===== src/sv/lev_pkg.sv =====
package lev_pkg;

	localparam int CordicSteps = 14;
	localparam int MaxSteps = 20;
	localparam int NSteps = (CordicSteps < MaxSteps) ? CordicSteps : MaxSteps;
	localparam int StepW = $clog2(NSteps + 1);
	localparam int SensorCount = 32;
	localparam int SensW = $clog2(SensorCount);

	localparam logic [31:0] MaskLeft = 32'hF000001F;
	localparam logic [31:0] MaskRight = 32'h001FF000;
	localparam logic [31:0] MaskMiddle = 32'h000003E0;
	localparam logic [15:0] Deg = 16'd128;
	localparam logic [15:0] FullTurn = 16'd46080;
	localparam logic [15:0] HalfTurn = 16'd23040;
	localparam logic [15:0] Deg45 = 16'd5760;
	localparam logic [15:0] Deg90 = 16'd11520;
	localparam logic [15:0] Deg135 = 16'd17280;
	localparam logic [15:0] Deg225 = 16'd28800;
	localparam logic signed [31:0] GainInvQ30 = 32'sd652032874;

	typedef enum logic [1:0] {
		REG_THRESH = 2'd0,
		REG_SPEED  = 2'd1,
		REG_CORNER = 2'd2,
		REG_FRONT  = 2'd3
	} reg_idx_t;

	typedef struct packed {
		logic [31:0] line_state;
		logic [11:0] front_raw;
	} in_item_t;

	typedef struct packed {
		logic               moving;
		logic               emergency;
		logic [15:0]        escape_angle;
		logic signed [15:0] vel_x;
		logic signed [15:0] vel_y;
	} out_item_t;

	typedef struct packed {
		logic [7:0]  thresh;
		logic [6:0]  speed;
		logic [6:0]  corner_vy;
		logic [11:0] front_th;
	} cfg_t;

	// classified request handed from front to back
	typedef struct packed {
		logic              active;
		logic              clear;
		logic              corner;
		logic signed [20:0] sx;
		logic signed [20:0] sy;
	} job_t;

	function automatic logic signed [15:0] quarter_cos(input logic [3:0] r);
		unique case (r)
			4'd0: quarter_cos = 16'sd16384;
			4'd1: quarter_cos = 16'sd16069;
			4'd2: quarter_cos = 16'sd15137;
			4'd3: quarter_cos = 16'sd13623;
			4'd4: quarter_cos = 16'sd11585;
			4'd5: quarter_cos = 16'sd9102;
			4'd6: quarter_cos = 16'sd6270;
			4'd7: quarter_cos = 16'sd3196;
			default: quarter_cos = 16'sd0;
		endcase
	endfunction

	function automatic logic signed [15:0] unit_cos(input logic [4:0] k);
		logic [1:0] q;
		logic [3:0] r;
		q = k[4:3];
		r = {1'b0, k[2:0]};
		unique case (q)
			2'd0: unit_cos = quarter_cos(r);
			2'd1: unit_cos = -quarter_cos(4'd8 - r);
			2'd2: unit_cos = -quarter_cos(r);
			default: unit_cos = quarter_cos(4'd8 - r);
		endcase
	endfunction

	function automatic logic [22:0] atan_fine(input logic [4:0] i);
		unique case (i)
			5'd0: atan_fine = 23'd2949120;
			5'd1: atan_fine = 23'd1740967;
			5'd2: atan_fine = 23'd919879;
			5'd3: atan_fine = 23'd466945;
			5'd4: atan_fine = 23'd234379;
			5'd5: atan_fine = 23'd117304;
			5'd6: atan_fine = 23'd58666;
			5'd7: atan_fine = 23'd29335;
			5'd8: atan_fine = 23'd14668;
			5'd9: atan_fine = 23'd7334;
			5'd10: atan_fine = 23'd3667;
			5'd11: atan_fine = 23'd1833;
			5'd12: atan_fine = 23'd917;
			5'd13: atan_fine = 23'd458;
			5'd14: atan_fine = 23'd229;
			5'd15: atan_fine = 23'd115;
			5'd16: atan_fine = 23'd57;
			5'd17: atan_fine = 23'd29;
			5'd18: atan_fine = 23'd14;
			5'd19: atan_fine = 23'd7;
			default: atan_fine = 23'd0;
		endcase
	endfunction

endpackage


===== src/sv/lev_front.sv =====
module lev_front import lev_pkg::*; (
	input  logic      clk,
	input  logic      arst_n,
	input  in_item_t  item,
	input  logic      start,
	input  cfg_t      cfg,
	output logic      busy,
	output logic      job_valid,
	output job_t      job,
	input  logic      job_take
);
	// walk the ring one sensor a cycle, summing unit vectors
	typedef enum logic [1:0] {F_IDLE, F_SUM, F_OUT} fstate_t;

	fstate_t            state_q;
	logic [31:0]        ls_q;
	logic [SensW-1:0]   idx_q;
	logic signed [20:0] sx_q, sy_q;
	logic               any_q, corner_q, mid_q;
	logic [4:0]         k;
	logic               left, right;

	assign k = idx_q;
	assign left = (item.line_state & MaskLeft) != MaskLeft;
	assign right = (item.line_state & MaskRight) != MaskRight;

	always_ff @(posedge clk or negedge arst_n) begin
		if (!arst_n) begin
			state_q <= F_IDLE;
		end else begin
			unique case (state_q)
				F_IDLE: if (start) begin
					ls_q <= item.line_state;
					idx_q <= '0;
					sx_q <= '0;
					sy_q <= '0;
					any_q <= 1'b0;
					mid_q <= (item.line_state & MaskMiddle) != MaskMiddle;
					corner_q <= (left != right) && (item.front_raw >= cfg.front_th);
					state_q <= ((item.line_state & MaskMiddle) != MaskMiddle) ? F_OUT : F_SUM;
				end
				F_SUM: begin
					if (!ls_q[k]) begin
						sx_q <= sx_q + 21'(unit_cos(k));
						sy_q <= sy_q + 21'(unit_cos(k + 5'd24));
						any_q <= 1'b1;
					end
					idx_q <= idx_q + 1'b1;
					if (idx_q == SensW'(SensorCount - 1)) state_q <= F_OUT;
				end
				F_OUT: if (job_take) state_q <= F_IDLE;
				default: state_q <= F_IDLE;
			endcase
		end
	end

	assign busy = state_q != F_IDLE;
	assign job_valid = state_q == F_OUT;
	always_comb begin
		job.active = !mid_q && any_q;
		job.clear = !mid_q && !any_q;
		job.corner = corner_q;
		job.sx = sx_q;
		job.sy = sy_q;
	end
endmodule


===== src/sv/lev_back.sv =====
module lev_back import lev_pkg::*; (
	input  logic      clk,
	input  logic      arst_n,
	input  logic      job_valid,
	input  job_t      job,
	output logic      job_take,
	input  cfg_t      cfg,
	output logic      res_valid,
	output out_item_t res,
	input  logic      res_take
);
	typedef enum logic [2:0] {B_IDLE, B_VEC, B_ANG, B_ROT, B_DONE} bstate_t;

	bstate_t            state_q;
	logic [StepW-1:0]   it_q;
	logic signed [40:0] x_q, y_q;
	logic signed [31:0] z_q;
	logic               seen_q, flip_q, emerg_q, corner_q;
	logic [15:0]        first_q, fin_q;
	logic [15:0]        cur;
	logic signed [31:0] zr;
	logic signed [31:0] qz;
	logic [15:0]        diff, dabs, base, fin0, fin;
	logic signed [40:0] dx, dy, vyr, vxr;
	logic signed [40:0] x0;
	logic signed [31:0] at;

	assign at = 32'(atan_fine(5'(it_q)));
	assign dx = y_q >>> it_q;
	assign dy = x_q >>> it_q;

	// round to Q9.7 and wrap
	always_comb begin
		zr = (z_q + 32'sd256) >>> 9;
		qz = zr;
		if (zr < 0) qz = zr + 32'(FullTurn);
		else if (zr >= 32'(FullTurn)) qz = zr - 32'(FullTurn);
		cur = qz[15:0];
	end

	always_comb begin
		logic [15:0] fa;
		fa = seen_q ? first_q : cur;
		dabs = (cur >= fa) ? cur - fa : fa - cur;
		diff = (dabs > HalfTurn) ? FullTurn - dabs : dabs;
		base = (diff > {cfg.thresh, 7'd0}) ? fa : cur;
		fin0 = (base >= HalfTurn) ? base - HalfTurn : base + HalfTurn;
		if (fin0 >= Deg45 && fin0 < Deg135) fin = Deg90;
		else if (fin0 >= Deg135 && fin0 < Deg225) fin = HalfTurn;
		else fin = fin0;
	end

	always_comb begin
		x0 = (41'($signed({1'b0, cfg.speed})) * 41'(GainInvQ30)) >>> 6;
	end

	function automatic logic signed [15:0] sat16(input logic signed [40:0] v);
		if (v > 41'sd32767) sat16 = 16'sh7fff;
		else if (v < -41'sd32768) sat16 = 16'sh8000;
		else sat16 = v[15:0];
	endfunction

	always_comb begin
		vxr = (x_q + 41'sd32768) >>> 16;
		vyr = (y_q + 41'sd65536) >>> 17;
	end

	assign job_take = state_q == B_IDLE && job_valid;

	always_ff @(posedge clk or negedge arst_n) begin
		if (!arst_n) begin
			state_q <= B_IDLE;
			seen_q <= 1'b0;
			first_q <= '0;
			res_valid <= 1'b0;
		end else begin
			unique case (state_q)
				B_IDLE: if (job_valid) begin
					corner_q <= job.corner;
					if (job.clear) seen_q <= 1'b0;
					if (job.active) begin
						it_q <= '0;
						if (job.sx == 0 && job.sy == 0) begin
							x_q <= '0; y_q <= '0; z_q <= '0;
							state_q <= B_ANG;
						end else if (job.sx < 0) begin
							x_q <= -41'(job.sx); y_q <= -41'(job.sy);
							z_q <= 32'sd11796480;
							state_q <= B_VEC;
						end else begin
							x_q <= 41'(job.sx); y_q <= 41'(job.sy); z_q <= '0;
							state_q <= B_VEC;
						end
					end else begin
						res <= '0;
						res_valid <= 1'b1;
						state_q <= B_DONE;
					end
				end
				B_VEC: begin
					if (y_q > 0) begin
						x_q <= x_q + dx; y_q <= y_q - dy; z_q <= z_q + at;
					end else begin
						x_q <= x_q - dx; y_q <= y_q + dy; z_q <= z_q - at;
					end
					it_q <= it_q + 1'b1;
					if (it_q == StepW'(NSteps - 1)) state_q <= B_ANG;
				end
				B_ANG: begin
					if (!seen_q) first_q <= cur;
					seen_q <= 1'b1;
					emerg_q <= diff > {cfg.thresh, 7'd0};
					fin_q <= fin;
					it_q <= '0;
					x_q <= x0; y_q <= '0;
					state_q <= B_ROT;
					flip_q <= 1'b0;
					if (32'(fin) << 9 > 32'sd5898240 && 32'(fin) << 9 <= 32'sd17694720) begin
						z_q <= (32'(fin) <<< 9) - 32'sd11796480;
						flip_q <= 1'b1;
					end else if (32'(fin) << 9 > 32'sd17694720) begin
						z_q <= (32'(fin) <<< 9) - 32'sd23592960;
					end else z_q <= 32'(fin) <<< 9;
				end
				B_ROT: begin
					if (it_q == StepW'(NSteps)) begin
						res.moving <= 1'b1;
						res.emergency <= emerg_q;
						res.escape_angle <= fin_q;
						res.vel_x <= sat16(flip_q ? -vxr + ((x_q[15:0] == 16'h8000) ? 41'sd1 : 41'sd0) : vxr);
						res.vel_y <= corner_q ? 16'({cfg.corner_vy, 8'd0})
							: sat16(flip_q ? -vyr + ((y_q[16:0] == 17'h10000) ? 41'sd1 : 41'sd0) : vyr);
						res_valid <= 1'b1;
						state_q <= B_DONE;
					end else begin
						if (z_q >= 0) begin
							x_q <= x_q - dx; y_q <= y_q + dy; z_q <= z_q - at;
						end else begin
							x_q <= x_q + dx; y_q <= y_q - dy; z_q <= z_q + at;
						end
						it_q <= it_q + 1'b1;
					end
				end
				B_DONE: if (res_take) begin
					res_valid <= 1'b0;
					state_q <= B_IDLE;
				end
				default: state_q <= B_IDLE;
			endcase
		end
	end

	assert property (@(posedge clk) disable iff (!arst_n) job_take |=> state_q != B_IDLE)
		else $error("back took request but stayed idle");
	assert property (@(posedge clk) disable iff (!arst_n)
		(res_valid && !res_take) |=> res_valid)
		else $error("result dropped");
	assert property (@(posedge clk) disable iff (!arst_n)
		(state_q == B_VEC) |-> it_q < StepW'(NSteps))
		else $error("cordic count overrun");
endmodule


===== src/sv/line_escape_vector.sv =====
// Line escape vector computer.
// Input channel: push/full with item {line_state, front_raw}; taken when push && !full.
// Result channel: empty/pop; the oldest result sits on result while empty is low,
// and is taken when pop && !empty.
// Configuration: cfg_valid/cfg_ready with cfg_index (0 threshold, 1 speed,
// 2 corner_vy, 3 front threshold) and cfg_data; write only while idle.
// Flow: the front scans 32 sensors, one per cycle, and offers its request in
// F_OUT until the back, when idle, takes it; the back then runs CORDIC
// vectoring, a setup state (B_ANG) and CORDIC rotation plus an output step,
// and holds the result in B_DONE until it is popped.
// Items with a middle sensor on the line skip the scan; their result is all
// zero and skips CORDIC.
// Overlap: one item at a time per part; the front may scan the next item
// while the back finishes the previous one.
// Reset: registers return to 90/40/20/2048, the first-angle latch clears,
// both channels empty.
// Receiver stall: the result holds; the back waits and the front then holds
// its finished request, which raises full.
module line_escape_vector import lev_pkg::*; (
	input  logic      clk,
	input  logic      arst_n,
	input  logic      push,
	output logic      full,
	input  in_item_t  item,
	output logic      empty,
	input  logic      pop,
	output out_item_t result,
	input  logic      cfg_valid,
	output logic      cfg_ready,
	input  logic [1:0]  cfg_index,
	input  logic [11:0] cfg_data
);
	cfg_t cfg_q;
	logic busy, job_valid, job_take, res_valid;
	job_t job;

	// register file: accept writes every cycle
	assign cfg_ready = 1'b1;
	always_ff @(posedge clk or negedge arst_n) begin
		if (!arst_n) begin
			cfg_q.thresh <= 8'd90;
			cfg_q.speed <= 7'd40;
			cfg_q.corner_vy <= 7'd20;
			cfg_q.front_th <= 12'd2048;
		end else if (cfg_valid) begin
			unique case (reg_idx_t'(cfg_index))
				REG_THRESH: cfg_q.thresh <= cfg_data[7:0];
				REG_SPEED:  cfg_q.speed <= cfg_data[6:0];
				REG_CORNER: cfg_q.corner_vy <= cfg_data[6:0];
				REG_FRONT:  cfg_q.front_th <= cfg_data;
				default: ;
			endcase
		end
	end

	// front is the only entry point; hold off pushes while it works
	assign full = busy;

	lev_front u_front (
		.clk, .arst_n, .item, .start(push && !busy), .cfg(cfg_q),
		.busy, .job_valid, .job, .job_take
	);

	lev_back u_back (
		.clk, .arst_n, .job_valid, .job, .job_take, .cfg(cfg_q),
		.res_valid, .res(result), .res_take(pop)
	);

	assign empty = !res_valid;
endmodule

===== config.mk =====
export PLATFORM = sky130hd
export DESIGN_NAME = line_escape_vector
export DESIGN_NICKNAME = d
export VERILOG_FILES = /design/src/sv/lev_pkg.sv /design/src/sv/lev_front.sv /design/src/sv/lev_back.sv /design/src/sv/line_escape_vector.sv
export SDC_FILE = /design/constraint.sdc
export NUM_CORES = 2
export LEC_CHECK = 0
export ABC_AREA = 0
export BUFFER_PORTS_ARGS = -buffer_cell sky130_fd_sc_hd__buf_2
export CELL_PAD_IN_SITES_DETAIL_PLACEMENT = 1
export CELL_PAD_IN_SITES_GLOBAL_PLACEMENT = 1
export CORE_ASPECT_RATIO = 1.75
export CORE_MARGIN = 4
export CORE_UTILIZATION = 45
export DETAILED_ROUTE_END_ITERATION = 10
export GPL_TIMING_DRIVEN = 0
export PLACE_DENSITY = 0.83
export SETUP_SLACK_MARGIN = 0.5
export SLEW_MARGIN = 40
export SYNTH_ARGS = -nofsm -noshare
export SYNTH_HDL_FRONTEND = slang
export SYNTH_SLANG_ARGS = --single-unit

===== constraint.sdc =====
create_clock -name clk -period 27.1 [get_ports clk]
set_input_delay 5.42 -clock clk [delete_from_list [all_inputs] [get_ports clk]]
set_output_delay 5.42 -clock clk [all_outputs]
set_load 0.02 [all_outputs]

==> flow_summary_export.csv <==
group,metric,value,unit
cts,post_cts.resized_instances,0,
logic_synthesis,cell_area_after_synthesis,41500,um^2
cts,htreeDepth,2,
logic_synthesis,synthTopCellsByCount,"inv_1 (451), nand2_1 (424), ha_1 (414), a21oi_1 (382), nor2_1 (354)",
timing,setup_ws,10.17,ns
logic_synthesis,flip_flop_and_latch_count_after_synthesis,363,
final_layout,final_net_count,5660,
logic_synthesis,synth_top_flop_cell,"edfxtp_1",
floorplanning,initial_cell_density_of_the_core,0.453,
logic_synthesis,netlist.top_cell.by_area,"edfxtp_1",
floorplanning,num_rows,147,
place,detailed_place_hpwl,138,mm
floorplanning,fp.dieArea,97300,um^2
timing,tns,0,ns
logic_synthesis,yosys.cell_count.top_type,"inv_1",
floorplanning,num_io_pins,116,
logic_synthesis,synthCells,4954,
timing,timing_max_transition_violations_final,0,
cts,cts_root_cell,"clkbuf_16",
drt,detail_route.first_pass.iterations,6,
timing,rsz_0062_raised_after_global_routing,"no",
drt,routed_wire_length_per_instance,27.1,um
final_layout,layout-area-overhead-vs-synth,9.16,%
critical_path,reg2reg_from,"u_back.z_q[8]",
place,portBuffers,114,
floorplanning,die_h,410,um
final_layout,drive_gt1_frac,0.100,
status,outcome,"complete, no violations",
critical_path,cp-end-kind,"register",
timing,timing.slew.headroom,0.353,
critical_path,cp_slowest_cell,"a2111oi_2",
cts,holdBufCountCts,0,
grt,antenna_violations_before_repair,8,
place,dp_cells,6270,
cts,tritoncts.num_buffers,40,
grt,globalRoute.totalOverflow,0,
critical_path,timing.critical_path.fanout_max,10,
timing,final.min_clock_period,16.93,ns
critical_path,reg2reg_setup_slack,10.17,ns
floorplanning,fp.dieW,237,um
critical_path,worst-endpoint-required,27.47,ns
timing,timing.clock.skew,0.0620,ns
cts,clkLatencyLatePin,0.64,ns
timing,max_clock_freq,59.1,MHz
logic_synthesis,yosys_warnings,0,
place,post-place-ws,10.58,ns
critical_path,critical-path-top-delay-family,"compound AO/OA/AOI/OAI gates",
grt,pin_count_of_the_biggest_net_entering_global_routing,38,
critical_path,reg2reg_depth,64,
critical_path,timing.critical_path.from,"u_back.z_q[8]",
timing,setup_violations,0,
logic_synthesis,synth-seq-area-share,0.247,
critical_path,r2r_end,"u_back.z_q[20]",
floorplanning,core_area,91600,um^2
final_layout,final.fill_count,11100,
drt,drt-total-wl,172,mm
cts,tritoncts,"yes",
grt,first_global_vias,43300,
logic_synthesis,post_synthesis_net_count,5493,
logic_synthesis,synth_top_cells_by_area,"edfxtp_1 (19%), ha_1 (12%), xnor2_1 (4.6%)",
critical_path,crit_cells,64,
logic_synthesis,yosysUniqueCellTypes,109,
drt,route.detailed.vias_per_inst,6.32,
logic_synthesis,synthesis.area_per_instance,8.37,um^2
drt,drc,0,
critical_path,critPathCapture,"u_back.z_q[20]",
drt,ant_nets,0,
grt,grt_first_pass_wirelength,257,mm
cts,post_cts.repair.setup_buffers,0,
final_layout,register_area,10300,um^2
hold_path,hold_class,"reg -> reg",
timing,least_margin_pin_slew,0.961,ns
critical_path,setup.worst_path.class,"reg -> reg",
drt,drtIter0Drc,2595,
critical_path,crit_path_start_kind,"register",
timing,final-hold-violation-count,0,
critical_path,critPathArrivalTime,17.29,ns
drt,num_vias,40100,
logic_synthesis,synth-edff-count,269,
grt,grtUsageTotal,0.343,
critical_path,worst-path-buf-inv,10,
flow_run,drv.max_cap_violation_count,0,
cts,cts.clk_slew.worst_paths,0.07,ns
place,gpl.final_weighted_congestion,1.06,
cts,clockBufferDepth,3,
cts,clock-sinks,363,
final_layout,multi_input_comb_area,28600,um^2
logic_synthesis,fraction_of_post_synthesis_cell_area_in_the_top_cell_type_by_area,0.195,
timing,layout_worst_path_cycle_share,0.625,
final_layout,post_layout_nonfiller_instances,6350,
critical_path,critPathMaxStageDelay,0.68,ns
logic_synthesis,ys_async_sr_fraction,0.157,
[layer usage]
metal  vias up  track usage  routed length, um
li1      18100            -                  -
met1     19800        0.329              57000
met2      1499        0.627              87100
met3       740       0.0485               8400
met4         2        0.307              19400
met5         -            0                 12
[how the worst min path moves through the flow]
stage	to	slack, ns	depth (start not counted)	start
2_1_floorplan	u_back.corner_q	0.40	0	u_front.corner_q
3_3_place_gp	u_back.first_q[5]	0.46	2	u_back.first_q[5]
3_5_place_dp	u_back.first_q[5]	0.47	2	u_back.first_q[5]
4_1_cts	u_back.first_q[5]	0.49	2	u_back.first_q[5]
5_1_grt	u_back.res_valid	0.52	1	u_back.res_valid
6_report	u_back.first_q[5]	0.48	2	u_back.first_q[5]
[sequential cells by signal (all words and copies together), names as in the netlist, 4 cells and up, named ones only]
| signal | flops |
|---|---|
| u_front.ls_q | 32 |
| u_back.y_q | 41 |
| u_back.res | 50 |
| u_back.at | 22 |
| u_back.it_q | 4 |
| u_front.sy_q | 21 |
| u_back.fin_q | 16 |
| u_front.sx_q | 21 |
| cfg_q | 34 |
| u_front.idx_q | 5 |
| u_back.z_q | 32 |
| u_back.first_q | 16 |
| u_back.x_q | 41 |
[cell families after synthesis]
family	after synthesis	share of synthesized area
AO/OA/AOI/OAI	1341	0.205
XOR/XNOR	358	0.0768
adder cells (fa/ha/maj)	476	0.155
buffers and inverters	696	0.0640
flip-flops	363	0.247
multiplexers	236	0.0780
other	1	0.0000904
AND/OR/NAND/NOR	1483	0.174
[cell usage in the layout (no fill, tap or decap), types with 17 or more instances in the layout]
cell type  netlist  layout
or3_1           56      56
dfxtp_1         37      37
nand2_1        424     424
clkbuf_2         2      39
o21a_1          41      41
ha_1           414     414
buf_1           25      17
mux4_2          61      61
mux2i_1         95      91
o221ai_1        22      22
nand3_1        100     100
nand2b_1        57      57
mux2_2          77      77
edfxtp_1       269     269
nor2b_1         64      64
a21oi_1        382     380
nor4_1          31      31
a21o_1          56      56
o21ai_0        330     327
and2_1          43      42
clkbuf_16        0      45
a21boi_0        26      25
o211ai_1        47      47
o31ai_1         35      35
and3_1          66      66
xor2_1         134     134
nand4_1         39      39
o22ai_1         52      52
nor2_1         354     353
nor3_1         130     129
a211oi_1        44      44
buf_2            6     125
fa_1            62      62
o21bai_1        75      75
xnor2_1        219     218
clkbuf_1       199     165
a31oi_1         49      49
or2_2           49      49
dfrtp_1         48      47
inv_1          451     451
[area by class of cell]
| cell class | count | share of cell area |
|---|---|---|
| inverters | 458 | 0.0380 |
| plain buffers | 238 | 0.0219 |
| diodes | 5 | 0.000276 |
| multi-input cells | 3895 | 0.632 |
| flip-flops and latches | 363 | 0.227 |
| clock inverters | 26 | 0.00520 |
| well taps | 1192 | 0.0330 |
| repair buffers | 125 | 0.0172 |
| clock buffers | 48 | 0.0253 |
[tightest hold or removal path, stage by stage (launching register included)]
cell,delay [ns]
dfrtp_1,0.34
nand2_1,0.05
o21ai_0,0.06
[metrics by stage]
stage	cell area, um^2	hold WS [ns]	util
finish	45300	0.485	0.494
detailed placement	43800	0.470	0.479
global placement	43500	0.461	0.475
global route	45200	0.519	0.494
floorplan	41500	0.400	-
CTS	45200	0.487	0.494
Power is left out: the tool's default activity adds up to more than one toggle a clock period on the data nets, which glitch-free logic cannot reach.
